[config.mk]
export PLATFORM = sky130hd
export DESIGN_NAME = trb_queue
export DESIGN_NICKNAME = d
export VERILOG_FILES = /design/src/rtl/core/trb_pkg.sv /design/src/rtl/core/trb_queue.sv
export SDC_FILE = /design/constraint.sdc
export NUM_CORES = 1
export LEC_CHECK = 0
export BUFFER_PORTS_ARGS = -buffer_cell sky130_fd_sc_hd__buf_2
export CAP_MARGIN = 10
export CELL_PAD_IN_SITES_DETAIL_PLACEMENT = 1
export CELL_PAD_IN_SITES_GLOBAL_PLACEMENT = 1
export CORE_MARGIN = 5
export CORE_UTILIZATION = 35
export DETAILED_ROUTE_END_ITERATION = 8
export PLACE_DENSITY = 0.7
export SYNTH_ARGS = -nofsm -noshare
export SYNTH_HDL_FRONTEND = slang
export SYNTH_SLANG_ARGS = --single-unit
export TNS_END_PERCENT = 5
[constraint.sdc]
create_clock -name clk -period 1.9 [get_ports clk]
set_input_delay 0.475 -clock clk [delete_from_list [all_inputs] [get_ports clk]]
set_output_delay 0.475 -clock clk [all_outputs]
set_load 0.03 [all_outputs]
[src/rtl/core/trb_pkg.sv]
// Shared types and constants for the record bundler.
package trb_pkg;

  localparam int BUFFER_BYTES_DEF = 8192;
  localparam int QUEUE_DEPTH_DEF = 4;
  localparam int POS_W = 15;
  localparam logic [7:0] ADDRESS_ID = 8'h16;

  typedef enum logic {
    OP_STREAM = 1'b0,
    OP_DRAIN  = 1'b1
  } op_t;

  typedef enum logic [1:0] {
    ST_BYTE    = 2'd0,
    ST_IDLE    = 2'd1,
    ST_REFUSED = 2'd2,
    ST_STOPPED = 2'd3
  } status_t;

  typedef enum logic {
    REG_ADDR_OFFSET = 1'b0,
    REG_PACKET_MODE = 1'b1
  } reg_index_t;

  typedef struct packed {
    logic       operation;
    logic [7:0] data_byte;
  } item_t;

  typedef struct packed {
    logic [7:0] out_byte;
    logic       last_of_packet;
    status_t    status;
  } result_t;

  typedef struct packed {
    status_t    status;
    logic       last;
    logic       use_ram;
    logic [7:0] imm;
  } desc_t;

endpackage

[src/rtl/core/trb_queue.sv]
// Short result queue between the request front end and the output.
module trb_queue import trb_pkg::*; #(
  parameter int DEPTH = QUEUE_DEPTH_DEF,
  localparam int PW = $clog2(DEPTH),
  localparam int CNTW = $clog2(DEPTH + 1)
) (
  input  logic            clk,
  input  logic            rst,
  input  logic            push,
  input  result_t         push_data,
  input  logic            pop,
  output result_t         head,
  output logic            not_empty,
  output logic [CNTW-1:0] count
);

  result_t         slots [DEPTH];
  logic [PW-1:0]   wr_ptr;
  logic [PW-1:0]   rd_ptr;
  logic            do_pop;

  assign not_empty = (count != '0);
  assign head      = slots[rd_ptr];
  assign do_pop    = pop && not_empty;

  always_ff @(posedge clk) begin
    if (rst) begin
      wr_ptr <= '0;
      rd_ptr <= '0;
      count  <= '0;
    end else begin
      if (push) begin
        slots[wr_ptr] <= push_data;
        wr_ptr <= (wr_ptr == PW'(DEPTH - 1)) ? '0 : wr_ptr + 1'b1;
      end
      if (do_pop) begin
        rd_ptr <= (rd_ptr == PW'(DEPTH - 1)) ? '0 : rd_ptr + 1'b1;
      end
      count <= count + CNTW'(push) - CNTW'(do_pop);
    end
  end

endmodule

Word-level counts from Yosys, hierarchy flattened
Memory sizes are Yosys's and may differ from the RTL's. A register that Yosys moved wholly into a read port is not among the register bits.
Index checks and enable logic that the tools add are counted.

word-level totals
  bits in registers = 7
  latch bits = 0
  RAM bits = 44
  memory bits (read-only) = 0
  input port bits = 15
  word-level logic and storage cells = 19
  memories kept = 1

cells by class
  add/subtract/negate cells = 4
  $mul = 0
  div/mod/pow operators = 0
  magnitude comparators = 0
  equal/unequal tests = 2
  shifts and indexed selects = 0
  multiplexer cells = 7
  bitwise gates (word level) = 0
  reductions and logical operators = 2

memory list
  memory  depth  bits a word  read ports  clocked after Yosys merged registers in  write ports  RTL line         text
  slots   4      11           1           1                                        1            trb_queue.sv:17  result_t slots [DEPTH];

operator list
  kind                                          number
  two-way mux 2 bit                             4
  adder 2 x 1 -> 2 bit (second input constant)  2
  equality test 2 bit (second input constant)   2
  adder 3 x 1 -> 3 bit                          1
  two-way mux 1 bit                             3
  nonzero test 3 bit                            1
  subtractor 3 x 1 -> 3 bit                     1
  logical AND 1 bit                             1

Longest topological paths before layout
  depth in word-level cells = 4
  gate-level depth with buffers = 8
  mapped depth without buffers = 8

Worst setup path before layout
OpenSTA, ideal clock, no wires.

  kind = register to register
  start point = reg count[1]
  end point = reg count[2]
  data arrival time = 1.883 ns
  path slack = -0.109 ns
  cell stages (with the launch flop) = 9
  buffers on the path = 0
  period minus slack after synthesis = 2.009 ns
  path through = dfxtp_1 > o31a_1 > ha_1 > inv_1 > ha_1 > inv_1 > fa_1 > xnor3_1 > nor2_1

on the way
  word-level cells in the longest chain between the ends = 3
  elaborated cells between the ends (all ways) = 4
  classes of those cells = add/sub (2); reduce/logical (2)

RTL lines
  element                                                       RTL line         text
  from (decl)                                                   trb_queue.sv:14  output logic [CNTW-1:0] count
  from (signal assigned)                                        trb_queue.sv:39  count <= count + CNTW'(push) - CNTW'(do_pop);
  branches (longest 2 deep; another with adder 3 x 1 -> 3 bit)  --
  subtractor 3 x 1 -> 3 bit *                                   trb_queue.sv:39

Mark *: on every way between the ends.
A chain may end at the register's enable or synchronous reset.

==> Implementation_results.wiki <==
{| class="wikitable"
! Metric !! Value
|-
| Total routing resource utilization after global routing || 0.103
|-
| Dominant synthesized flop cell || sky130_fd_sc_hd__edfxtp_1
|-
| Synth Area in Simple Gates || 0.0455
|-
| Worst Setup Slack post-DPL || -0.0449 ns
|-
| Largest family of logic cells by synthesized area || multiplexers
|-
| CTS sink cnt || 53
|-
| Layout cell share with drive strength beyond 1 || 0.441
|-
| Total die area || 7520 µm²
|-
| Global placer's final weighted congestion || 0.627
|-
| Post-CTS setup-driven buffer insertion count || 0
|-
| Peak fanout along the critical path || 4
|-
| Synthesized area per cell || 20.2 µm²
|-
| Pins Over Slew Limit || 0
|-
| Arrival time of data at the critical path endpoint || 1.50 ns
|-
| Post-Route Hold Slack || 0.386 ns
|-
| Hold WC Path Type || in2reg
|-
| Cell at the root of the clock tree || sky130_fd_sc_hd__clkbuf_8
|-
| CTS tree || done
|-
| Result of the run || finished with violations
|-
| Required time of the critical path || 1.42 ns
|-
| Worst Skew || 0.00647 ns
|-
| Utilization of the core after routing || 0.443
|-
| Max-Slew Margin vs Limit || 0.891
|-
| Crit path kind || reg2out
|-
| Number of buffers added by the clock tree synthesis step || 5
|-
| #FFs+latches synth || 53
|-
| Total negative slack for setup checks || -0.675 ns
|-
| Post-synthesis net count || 125
|-
| Remaining antenna violation count || 0
|-
| Detailed-route DRC error count || 0
|-
| Initial cell density of the core || 0.354
|-
| Post-Synth XOR/XNOR Area || 0.0109
|-
| Worst-case setup margin in the final layout || -0.0764 ns
|-
| Number of H-tree levels || 2
|-
| Slew at the pin closest to its max-slew limit || 0.159 ns
|-
| Largest net degree at the start of global routing || 18
|-
| Storage cell area || 1510 µm²
|-
| Number of endpoints with negative hold slack in the final report || 0
|-
| Portion of netlist area occupied by mux cells || 0.137
|-
| Count of inserted antenna diode cells || 0
|-
| Number of fill cells in the layout || 580
|-
| Via-per-instance ratio || 4.62
|-
| Power consumption || 3.17 mW
|-
| Height of the die || 86.7 µm
|-
| Post-synthesis cell type count || 21
|-
| First-pass DRT Iterations || 3
|-
| Maximum buffer depth of the clock tree || 2
|-
| Maximum frequency from static timing analysis || 0.506 GHz
|-
| Global-route wire length before repair || 5680 µm
|-
| Critical path startpoint category || register
|-
| Routed vias || 1017
|-
| Average routed wire per standard cell || 16.2 µm
|-
| Violated checks || setup timing
|-
| Leakage power total || 0.935 nW
|-
| Unrepaired setup endpoints after global routing || yes
|-
| Gr ovfl total || 0
|-
| DRT Wirelength || 3570 µm
|-
| Width of the die || 86.7 µm
|-
| Area of the mapped netlist || 2060 µm²
|-
| Count of warnings emitted by yosys || 0
|-
| Number of core rows || 28
|-
| Power Dens Cells || 1230 nW/µm²
|-
| Minimum clock period || 1.98 ns
|-
| Layout net count || 167
|-
| Ports placed on the boundary || 30
|-
| Sequential fraction of the synthesis area || 0.729
|-
| Hold path start || push_data[7]
|-
| Max capacitance violation total || 0
|-
| Number of global-route vias before repair || 1147
|-
| Antenna violations before repair || 0
|-
| Number of enable flip-flop cells after synthesis || 44
|-
| Compound-gate portion of the synthesized area || 0.00668
|-
| Area of the core || 5820 µm²
|-
| Initial DRC Count || 14
|-
| Clk_lat worst skew || 0.30 ns
|-
| Beginning of the worst register-to-register path || count[0]
|-
| Nature of the critical path endpoint || primary output
|-
| Post-Synth Adder-Cell Area || 0.0522
|-
| Gate Count Post-Synth || 102
|-
| Count of input and output buffers || 29
|-
| Clock input transition at the sequential cells of the worst setup and hold paths || 0.09 ns
|-
| Synthesis-to-finish area growth || 25.0%
|-
| Async set-or-reset flop fraction in the synthesized netlist || 0
|-
| Maximum ir drop on the vdd rail || 0.000752 V
|-
| Part of the cycle the worst path needs || 1.04
|-
| Final setup violating endpoints || 11
|-
| Total half-perimeter wirelength after legalization and detailed placement || 2500 µm
|-
| Area occupied by multi-input gates || 523 µm²
|}
-- worst max-delay path, cell delays in order, from the launching register on --
cell,delay [ns]
sky130_fd_sc_hd__dfxtp_4,0.39
sky130_fd_sc_hd__clkbuf_16,0.15
sky130_fd_sc_hd__mux4_2,0.50
sky130_fd_sc_hd__buf_6,0.16
-- where the power goes --
part	internal, mW	total, mW	switching [mW]
clock network	0.394	0.752	0.358
logic	0.506	1.00	0.496
registers	1.35	1.41	0.0647
-- layer usage --
layer	vias up	global-route usage	wire, µm
met5	-	0	0
met4	0	0.0297	13
met3	2	0.0380	245
met2	28	0.184	1910
met1	511	0.113	1410
li1	476	-	-
-- state kept, by name, summed over array words and instances (netlist names), named ones only --
signal and count:
count 3, rd_ptr 2, slots 44, wr_ptr 2
-- final timing paths --
| path | to | slack (ns) | cells past startpoint |
|---|---|---|---|
| setup reg to reg | count[2] | 0.03 | 8 |
| setup / recovery | head[9] | -0.08 | 3 |
| hold / removal | slots[0][7] | 0.39 | 1 |
| hold reg to reg | rd_ptr[1] | 0.52 | 2 |
-- cell type report --
cell class / instances / share of cell area
timing repair buffer: 38 / 0.121
inverter: 5 / 0.00729
multi-input combinational: 41 / 0.203
clock buffer: 5 / 0.0267
tap: 75 / 0.0364
clock inverter: 3 / 0.0180
sequential: 53 / 0.588
-- timing repair --
item | in CTS | in global routing
pin swaps | 2 | 0
endpoints found under the setup margin | 13 | 13
gates resized for setup | 23 | 1
hold buffers | 0 | 0
hold endpoints to repair | 0 | 0
cloned | 0 | 1
-- cells in the final DEF (no fill, tap or decap) --
| cell type | Yosys | final |
|---|---|---|
| sky130_fd_sc_hd__clkinv_4 | 0 | 1 |
| sky130_fd_sc_hd__or3b_2 | 1 | 1 |
| sky130_fd_sc_hd__a21oi_1 | 1 | 1 |
| sky130_fd_sc_hd__mux4_2 | 11 | 11 |
| sky130_fd_sc_hd__fa_2 | 0 | 1 |
| sky130_fd_sc_hd__nand2b_1 | 3 | 3 |
| sky130_fd_sc_hd__edfxtp_1 | 44 | 44 |
| sky130_fd_sc_hd__bufinv_16 | 0 | 1 |
| sky130_fd_sc_hd__buf_6 | 1 | 11 |
| sky130_fd_sc_hd__o31a_1 | 1 | 1 |
| sky130_fd_sc_hd__buf_12 | 0 | 1 |
| sky130_fd_sc_hd__nor3_1 | 1 | 1 |
| sky130_fd_sc_hd__clkbuf_8 | 0 | 5 |
| sky130_fd_sc_hd__nor2_1 | 3 | 3 |
| sky130_fd_sc_hd__ha_1 | 7 | 7 |
| sky130_fd_sc_hd__buf_4 | 0 | 7 |
| sky130_fd_sc_hd__mux2i_1 | 2 | 2 |
| sky130_fd_sc_hd__clkinvlp_4 | 0 | 1 |
| sky130_fd_sc_hd__dfxtp_2 | 0 | 1 |
| sky130_fd_sc_hd__xnor3_1 | 1 | 1 |
| sky130_fd_sc_hd__dfxtp_4 | 0 | 3 |
| sky130_fd_sc_hd__and2_1 | 4 | 4 |
| sky130_fd_sc_hd__buf_2 | 1 | 18 |
| sky130_fd_sc_hd__mux2_4 | 1 | 1 |
| sky130_fd_sc_hd__dfxtp_1 | 9 | 5 |
| sky130_fd_sc_hd__inv_1 | 5 | 5 |
| sky130_fd_sc_hd__clkbuf_16 | 0 | 1 |
| sky130_fd_sc_hd__or3_1 | 1 | 1 |
| sky130_fd_sc_hd__nor2b_1 | 3 | 3 |
-- synth_stat cells (2+ instances only) --
library cell | number | area (µm²)
sky130_fd_sc_hd__and2_1 | 4 | 25.0
sky130_fd_sc_hd__dfxtp_1 | 9 | 180
sky130_fd_sc_hd__edfxtp_1 | 44 | 1320
sky130_fd_sc_hd__ha_1 | 7 | 87.6
sky130_fd_sc_hd__inv_1 | 5 | 18.8
sky130_fd_sc_hd__mux2i_1 | 2 | 20.0
sky130_fd_sc_hd__mux4_2 | 11 | 248
sky130_fd_sc_hd__nand2b_1 | 3 | 18.8
sky130_fd_sc_hd__nor2_1 | 3 | 11.3
sky130_fd_sc_hd__nor2b_1 | 3 | 18.8
-- logic make-up after synthesis --
kind of cell	count (synthesis)
DFF	53
and+or+nand+nor	16
muxes	14
buffers and inverters	8
adders and majority gates	8
AOI/OAI and AO/OA	2
xor gates and xnor gates	1
-- through the flow --
| stage | cell area [µm²] | cells |
|---|---|---|
| after floorplan | 2070 | 102 |
| after global placement | 2360 | 211 |
| after CTS | 2550 | 219 |
| after detailed placement | 2360 | 211 |
| after global routing | 2580 | 220 |
| final | 2580 | 220 |
Note: power is estimated with default switching activity, not from simulation.
