### src/rtl/core/trb_pkg.sv
// Shared types and constants for the record bundler.
package trb_pkg;

  localparam int BUFFER_BYTES_DEF = 8192;
  localparam int QUEUE_DEPTH_DEF = 4;
  localparam int POS_W = 15;
  localparam logic [7:0] ADDRESS_ID = 8'h16;

  typedef enum logic {
    OP_STREAM = 1'b0,
    OP_DRAIN  = 1'b1
  } op_t;

  typedef enum logic [1:0] {
    ST_BYTE    = 2'd0,
    ST_IDLE    = 2'd1,
    ST_REFUSED = 2'd2,
    ST_STOPPED = 2'd3
  } status_t;

  typedef enum logic {
    REG_ADDR_OFFSET = 1'b0,
    REG_PACKET_MODE = 1'b1
  } reg_index_t;

  typedef struct packed {
    logic       operation;
    logic [7:0] data_byte;
  } item_t;

  typedef struct packed {
    logic [7:0] out_byte;
    logic       last_of_packet;
    status_t    status;
  } result_t;

  typedef struct packed {
    status_t    status;
    logic       last;
    logic       use_ram;
    logic [7:0] imm;
  } desc_t;

endpackage

### src/rtl/core/trb_front.sv
// Request front end: record parser, packet store addressing and send control.
module trb_front import trb_pkg::*; #(
  parameter int BUFFER_BYTES = BUFFER_BYTES_DEF,
  localparam int AW = $clog2(BUFFER_BYTES),
  localparam int FW = $clog2(BUFFER_BYTES + 2),
  localparam int CW = ((FW > POS_W) ? FW : POS_W) + 2
) (
  input  logic          clk,
  input  logic          rst,
  input  logic          take,
  input  item_t         item,
  input  logic [31:0]   addr_offset,
  input  logic          packet_mode,
  output logic          we,
  output logic [AW-1:0] waddr,
  output logic [7:0]    wdata,
  output logic          re,
  output logic [AW-1:0] raddr,
  output logic          desc_valid,
  output desc_t         desc
);

  typedef enum logic [1:0] {
    PH_ID,
    PH_LEN,
    PH_VALUE
  } phase_t;

  phase_t           phase, phase_next;
  logic [FW-1:0]    fill_count, fill_count_next;
  logic [7:0]       record_id, record_id_next;
  logic [8:0]       bytes_left, bytes_left_next;
  logic [FW-1:0]    field_start, field_start_next;
  logic [31:0]      address_sum, address_sum_next;
  logic [31:0]      sum, sum_next;
  logic [POS_W-1:0] send_position, send_position_next;
  logic             sending, sending_next;
  logic             stopped, stopped_next;

  logic [CW-1:0]    fill_x, pos_x, idx, total, tail_gap, need;
  logic             last;
  logic             emit;
  desc_t            d;
  logic [31:0]      shifted_sum;

  always_comb begin
    fill_x = CW'(fill_count);
    pos_x  = CW'(send_position);
    total  = fill_x + (packet_mode ? CW'(2) : CW'(0));
    idx    = packet_mode ? pos_x - CW'(2) : pos_x;
    tail_gap = fill_x - CW'(1) - idx;
    last   = (pos_x + CW'(1)) >= total;
    need   = fill_x + CW'(2) + CW'(item.data_byte);
    shifted_sum = {address_sum[23:0], item.data_byte};

    phase_next         = phase;
    fill_count_next    = fill_count;
    record_id_next     = record_id;
    bytes_left_next    = bytes_left;
    field_start_next   = field_start;
    address_sum_next   = address_sum;
    sum_next           = sum;
    send_position_next = send_position;
    sending_next       = sending;
    stopped_next       = stopped;

    we    = 1'b0;
    waddr = fill_count[AW-1:0];
    wdata = item.data_byte;
    re    = 1'b0;
    raddr = idx[AW-1:0];
    emit  = 1'b0;
    d     = '{status: ST_BYTE, last: 1'b0, use_ram: 1'b0, imm: 8'd0};

    if (take) begin
      if (stopped) begin
        emit     = 1'b1;
        d.status = ST_STOPPED;
      end else if (item.operation == OP_DRAIN) begin
        emit = 1'b1;
        if (!sending) begin
          d.status = ST_IDLE;
        end else begin
          d.last = last;
          if (packet_mode && send_position == '0) begin
            d.imm = fill_x[7:0];
          end else if (packet_mode && send_position == POS_W'(1)) begin
            d.imm = fill_x[15:8];
          end else if (idx < fill_x) begin
            if (idx >= CW'(field_start)) begin
              d.imm = (tail_gap < CW'(4)) ? 8'(sum >> (8 * tail_gap[1:0])) : 8'd0;
            end else begin
              d.use_ram = 1'b1;
              re        = 1'b1;
            end
          end
          if (last) begin
            sending_next       = 1'b0;
            fill_count_next    = '0;
            send_position_next = '0;
          end else begin
            send_position_next = send_position + 1'b1;
          end
        end
      end else if (sending) begin
        emit     = 1'b1;
        d.status = ST_REFUSED;
      end else begin
        unique case (phase)
          PH_ID: begin
            we              = fill_x < CW'(BUFFER_BYTES);
            fill_count_next = fill_count + 1'b1;
            record_id_next  = item.data_byte;
            phase_next      = PH_LEN;
          end
          PH_LEN: begin
            if (need > CW'(BUFFER_BYTES)) begin
              stopped_next = 1'b1;
              emit         = 1'b1;
              d.status     = ST_STOPPED;
            end else begin
              we               = 1'b1;
              fill_count_next  = fill_count + 1'b1;
              field_start_next = fill_count + 1'b1;
              bytes_left_next  = {1'b0, item.data_byte} + 9'd1;
              address_sum_next = '0;
              phase_next       = PH_VALUE;
            end
          end
          default: begin
            we               = fill_x < CW'(BUFFER_BYTES);
            fill_count_next  = fill_count + 1'b1;
            address_sum_next = shifted_sum;
            bytes_left_next  = bytes_left - 9'd1;
            if (bytes_left == 9'd1) begin
              phase_next = PH_ID;
              if (record_id == ADDRESS_ID) begin
                sum_next           = shifted_sum + addr_offset;
                sending_next       = 1'b1;
                send_position_next = '0;
              end
            end
          end
        endcase
      end
    end
  end

  always_ff @(posedge clk) begin
    if (rst) begin
      phase         <= PH_ID;
      fill_count    <= '0;
      record_id     <= '0;
      bytes_left    <= '0;
      field_start   <= '0;
      address_sum   <= '0;
      sum           <= '0;
      send_position <= '0;
      sending       <= 1'b0;
      stopped       <= 1'b0;
      desc_valid    <= 1'b0;
    end else begin
      phase         <= phase_next;
      fill_count    <= fill_count_next;
      record_id     <= record_id_next;
      bytes_left    <= bytes_left_next;
      field_start   <= field_start_next;
      address_sum   <= address_sum_next;
      sum           <= sum_next;
      send_position <= send_position_next;
      sending       <= sending_next;
      stopped       <= stopped_next;
      desc_valid    <= emit;
    end
    desc <= d;
  end

endmodule

### config.mk
export PLATFORM = sky130hd
export DESIGN_NAME = trb_front
export DESIGN_NICKNAME = d
export VERILOG_FILES = /design/src/rtl/core/trb_pkg.sv /design/src/rtl/core/trb_front.sv
export SDC_FILE = /design/constraint.sdc
export NUM_CORES = 1
export LEC_CHECK = 0
export BUFFER_PORTS_ARGS = -buffer_cell sky130_fd_sc_hd__buf_2
export CAP_MARGIN = 20
export CORE_MARGIN = 4
export CORE_UTILIZATION = 45
export DETAILED_ROUTE_END_ITERATION = 8
export SLEW_MARGIN = 20
export SYNTH_ARGS = -nofsm -noshare
export SYNTH_HDL_FRONTEND = slang
export SYNTH_SLANG_ARGS = --single-unit
export TNS_END_PERCENT = 30
### constraint.sdc
create_clock -name clk -period 4.2 [get_ports clk]
set_clock_uncertainty 0.05 [all_clocks]
set_input_delay 0.21 -clock clk [delete_from_list [all_inputs] [get_ports clk]]
set_output_delay 0.21 -clock clk [all_outputs]
set_load 0.005 [all_outputs]
# After elaboration in Yosys (flattened, before gate mapping)
# Index checks and enable logic that the tools add are counted.
dict set report totals {
  register_bits 133
  latchBits 0
  ram_bits 0
  rom_bits 0
  inputBits 45
  output_inout_bits 49
  wordCells 133
  mem_count 0
}
dict set report op_classes {
  n_addsub 12
  n_mul 0
  div_mod_pow 0
  n_lt_le_gt_ge 6
  eq_ne 10
  shifts 1
  n_mux 62
  bitwise 8
  reduce_logical 19
}
# op n
set ops {}
lappend ops {{15-bit two-way mux} 7}
lappend ops {{14-bit two-way mux} 6}
lappend ops {{24-bit case mux with 2 select lines} 1}
lappend ops {{8-bit two-way mux} 5}
lappend ops {{32-bit adder} 1}
lappend ops {{32-bit by 5-bit >> shifter with 8-bit output} 1}
lappend ops {{1-bit two-way mux} 30}
lappend ops {{24-bit two-way mux} 1}
lappend ops {{6-bit AND reduction} 4}
lappend ops {{9-bit case mux with 2 select lines} 1}
lappend ops {{17-bit by 14-bit greater-or-equal comparator with 1-bit output} 1}
lappend ops {{17-bit by 14-bit less-than comparator with 1-bit output} 1}
lappend ops {{17-bit by 3-bit less-than comparator with 1-bit output, second input constant} 1}
lappend ops {{17-bit two-way mux} 1}
lappend ops {{17-bit subtractor} 1}
lappend ops {{15-bit by 1-bit adder with 16-bit output, second input constant} 1}
lappend ops {{15-bit by 8-bit adder with 16-bit output} 1}
lappend ops {{16-bit by 15-bit greater-or-equal comparator with 1-bit output} 1}
lappend ops {{16-bit by 14-bit > comparator with 1-bit output, second input constant} 1}
lappend ops {{2-bit two-way mux} 8}
lappend ops {{15-bit by 2-bit subtractor with 16-bit output, second input constant} 1}
lappend ops {{14-bit by 2-bit adder with 15-bit output} 1}
lappend ops {{14-bit by 2-bit adder with 15-bit output, second input constant} 1}
lappend ops {{15-bit by 1-bit adder with 15-bit output, second input constant} 1}
lappend ops {{26 further kinds} 40}

# Logic depth before layout (Yosys ltp)
dict set report depth {
  ltp_word 11
  ltp_mapped 19
  mapped_depth_nobuf 18
}

# Worst setup path after synthesis
# No wires, ideal clock.
dict set report synth_path {
  path_type {register -> register}
  from {register send_position[4]}
  to {register desc[5] (netlist bit)}
  setup_time_ns 0.095
  arrival_time_ns 3.724
  t_required_ns 4.055
  slack_ns 0.330
  path_stages_with_launch 15
  n_path_buf 1
  synth_period_minus_slack_ns 3.870
  path_cell_list {dfxtp_1 buf_4 nor4b_4 nand4b_1 xor2_1 inv_1 ha_1 nand3_1 o41a_1 maj3_1 o221ai_1 nand2_1 a2111oi_4 nand4_1 a221oi_1}
}
dict set report synth_via {
  elab_chain_cells 9
  elab_cells_between_ends 15
  classes_between {add/sub: 2; order compare: 3; eq/ne: 1; mux: 6; reduce/logical: 3}
}
# element line
set synth_lines {}
lappend synth_lines {{from (decl)} trb_front.sv:36} ;# logic [POS_W-1:0] send_position, send_position_next;
lappend synth_lines {{from (signal assigned)} trb_front.sv:170} ;# send_position <= send_position_next;
lappend synth_lines {{15-bit by 2-bit subtractor with 16-bit output *} trb_front.sv:50} ;# idx = packet_mode ? pos_x - CW'(2) : pos_x;
lappend synth_lines {{17-bit two-way mux *} trb_front.sv:50}
lappend synth_lines {{via raddr[9]} trb_front.sv:18} ;# output logic [AW-1:0] raddr,
lappend synth_lines {{17-bit subtractor} trb_front.sv:51} ;# tail_gap = fill_x - CW'(1) - idx;
lappend synth_lines {{17-bit by 3-bit less-than comparator with 1-bit output} trb_front.sv:91} ;# d.imm = (tail_gap < CW'(4)) ? 8'(sum >> (8 * tail_gap[1:0])) : 8'd0;
lappend synth_lines {{8-bit two-way mux} trb_front.sv:91}
lappend synth_lines {{8-bit two-way mux} trb_front.sv:90} ;# if (idx >= CW'(field_start)) begin
lappend synth_lines {{8-bit two-way mux *} trb_front.sv:89} ;# end else if (idx < fill_x) begin
lappend synth_lines {{8-bit two-way mux *} trb_front.sv:87} ;# end else if (packet_mode && send_position == POS_W'(1)) begin
lappend synth_lines {{8-bit two-way mux *} trb_front.sv:85} ;# if (packet_mode && send_position == '0) begin
lappend synth_lines {{to (signal assigned)} trb_front.sv:175} ;# desc <= d;
lappend synth_lines {{to (decl)} trb_front.sv:20} ;# output desc_t desc
# The timed path passes the listed nets; every way through them passes the cells marked *.
# A chain may end at the register's enable or synchronous reset.

# Final worst setup path
dict set report layout_path {
  from {register send_position[5]}
  to {register desc[0] (netlist bit)}
}
dict set report layout_via {
  elab_chain_cells 9
  elab_cells_between_ends 15
  classes_between {add/sub: 2; order compare: 3; eq/ne: 1; mux: 6; reduce/logical: 3}
}
# element line
set layout_lines {}
lappend layout_lines {{15-bit by 2-bit subtractor with 16-bit output} trb_front.sv:50}
lappend layout_lines {{17-bit two-way mux} trb_front.sv:50}
lappend layout_lines {{17-bit subtractor} trb_front.sv:51}
lappend layout_lines {{17-bit by 3-bit less-than comparator with 1-bit output} trb_front.sv:91}
lappend layout_lines {{8-bit two-way mux} trb_front.sv:91}
lappend layout_lines {{8-bit two-way mux} trb_front.sv:90}
lappend layout_lines {{8-bit two-way mux} trb_front.sv:89}
lappend layout_lines {{8-bit two-way mux} trb_front.sv:87}
lappend layout_lines {{8-bit two-way mux *} trb_front.sv:85}
# Mark *: on every way between the ends. The rest lies on a longest branch, timed or not.

==> results.ini <==
[outcome]
status=complete, no violations

[finish]
diodes=0
finish.utilization=0.527
instances_no_fill=1842
drive_gt1_frac=0.173
final_nets=1666
area_growth_pct=15.4

[logic_synthesis]
synthCells=1421
muxShareOfSynthArea=0.0246
yosysTopAreaCellShare=0.240
ys_ff_latch=133
postSynthAreaPerCell_um2=7.81
synth-compound-area-share=0.238
synth_top_family_by_area=compound AO/OA/AOI/OAI gates
yosys_warnings=0
synth.distinct_cells=89
seq_area_frac_synth=0.240
synthAdderAreaFrac=0.135
synth_nets=1582
yosysMostFrequentCell=nand2_1
synth-main-ff-cell=dfxtp_1
yosys.area_share.xor_xnor=0.0830
synthSimpleGateAreaFrac=0.208
synth_top_cells_by_count=143 x nand2_1, 133 x dfxtp_1, 132 x a21oi_1
async_reset_ff_frac=0
synth_largest_area_cell=dfxtp_1
synth_area_um2=11100
synth_area_leaders=dfxtp_1 24%, ha_1 13%, a21oi_1 6.0%
synth_edf_count=0

[drt]
drt-total-wl_um=34700
drcViolationCount=0
vias=10657
drt_iter0_markers=951
viasPerCell=5.79
dr.pass1.iters=8
ant_nets=0
wire_per_inst_um=18.9

[placement]
io_buffers=93
place_congestion=0.935
dp.cells=1803
place_hpwl_um=26600

[min_path]
hp-class=input pin to flip-flop

[cts]
cts_tree=done
clkSlewWorstSetupHoldPaths_ps=70
cts_buffers=17
insertion_delay_ps=430
cts_buffer_depth=2
cts_max_level=4
cts.sinks=133
root_buffer=clkbuf_16

[sta]
hold_viol=0
max_freq_mhz=248
finalCritPeriodShare=0.961
slew_violations=0
rsz0062_at_grt=yes
setup_viol=0
maxSlewHeadroom=0.310
fin_crit_ps=4040
tightest_slew_ps=1030

[floorplan]
start_util=0.456
die_h_um=165
num_rows=57
die_width_um=165
core_area_um2=24300
ios=94
die-area_um2=27200

[global_routing]
antenna_found_initial=0
grt_start_max_net_pins=69
busiest_layer=met2
grt_util_met2=0.421
grt_pass1_wl_um=54200
overflow=0
use_met1=0.339
grtUsageMet3=0.0314
grt_pass1_vias=9892
grt.total_usage=0.252

[worst_setup_path]
start_kind=flip-flop
crit_type=flip-flop to flip-flop
cp.required_ps=4500
arrival_ps=4340
path_max_fanout=5
cp-end-kind=flip-flop

[power_and_ir_drop]
p_per_area_nw_per_um2=343
ir_drop_uv=191
leakagePower_nw=5.40
power_mw=4.40

[flow_run]
cap_violations=0

[cells by family after synthesis]
logic type | count (synthesis)
AO/OA/AOI/OAI | 413
AND/OR/NAND/NOR | 456
flip-flops | 133
adder cells (fa/ha/maj) | 118
buffers and inverters | 186
multiplexers | 17
XOR/XNOR | 98
[through the flow]
stage	worst slack, ps	cell area, um^2	hold WS (ps)	setup TNS [ps]
after floorplan	330	11100	291	0
after global placement	90.0	12000	386	0
after detailed placement	63.5	12000	391	0
after CTS	6.77	12600	68.5	0
after global routing	-41.0	12800	92.7	-81.4
final	163	12800	70.4	0
[worst max-delay path, cell delays in order (launching register included)]
cell,delay [ps]
dfxtp_1,330
nor4b_4,340
buf_4,180
buf_4,120
nand4b_1,160
xor2_2,250
inv_2,100
ha_1,300
nand3_1,70
o41a_1,370
maj3_1,370
o221ai_2,230
nand2_1,130
a2111oi_4,450
buf_4,210
nand4_1,100
a21oi_1,200
[layout by cell type, fill, tap and decap left out, types with 12 or more instances in the layout]
| cell type | instances |
|---|---|
| dfxtp_1 | 129 |
| a211oi_1 | 30 |
| xor2_1 | 21 |
| xnor2_1 | 67 |
| clkbuf_16 | 17 |
| o21a_1 | 25 |
| o211ai_1 | 13 |
| nor2_1 | 92 |
| buf_2 | 92 |
| inv_1 | 79 |
| buf_4 | 69 |
| o21ai_0 | 88 |
| ha_1 | 112 |
| and3_1 | 18 |
| or3_1 | 12 |
| nor3_1 | 36 |
| a21oi_1 | 131 |
| nand2_1 | 143 |
| nand4_1 | 21 |
| a21o_1 | 34 |
| nand3_1 | 45 |
[state kept, by name (all words and copies together) (netlist names)]
| name | flops |
|---|---|
| stopped | 1 |
| send_position | 15 |
| field_start | 14 |
| phase | 2 |
| address_sum | 24 |
| sending | 1 |
| record_id | 8 |
| fill_count | 14 |
| sum | 32 |
| desc | 12 |
| desc_valid | 1 |
| bytes_left | 9 |
[worst paths after layout]
kind | to | slack (ps) | start | cells after the start
worst min register to register | sum[20]$_SDFFE_PP0P_ | 400 | sum[20]$_SDFFE_PP0P_ | 2
worst max register to register | desc[0]$_SDFF_PP0_ | 160 | send_position[5]$_SDFFE_PP0P_ | 16
worst min-delay path | record_id[5]$_SDFFE_PP0P_ | 70 | item[5] | 3
worst max-delay path | desc[0]$_SDFF_PP0_ | 160 | send_position[5]$_SDFFE_PP0P_ | 16
[where the power goes]
group          switching [mW]  total [mW]  internal (mW)  leakage, nW
registers              0.0234        1.31           1.29         1.08
logic                   0.893        1.47          0.581         4.02
clock network           0.695        1.61          0.915        0.306
total                    1.61        4.40           2.79         5.40
[metal layers]
metal	routed length, um	share of wire
met5	0	0
met4	860	0.025
met3	1540	0.044
met2	16500	0.47
met1	15900	0.46
[timing repair]
item / 4_1_cts / 5_1_grt
pin swaps: 0 / 11
endpoints found under the hold margin: 2 / 0
endpoints found under the setup margin: 1 / 53
gates resized for setup: 1 / 32
hold buffers: 1 / 0
setup buffers: 0 / 6
[final cells by class]
| class | count | area, um^2 |
|---|---|---|
| clock buffer | 17 | 425 |
| fill | 2403 | 11500 |
| sequential | 133 | 2670 |
| clock inverter | 15 | 203 |
| tap | 324 | 405 |
| timing repair buffer | 164 | 1020 |
| multi-input combinational | 1102 | 7760 |
| inverter | 87 | 327 |
No activity file was read; power rests on OpenSTA's default activity.
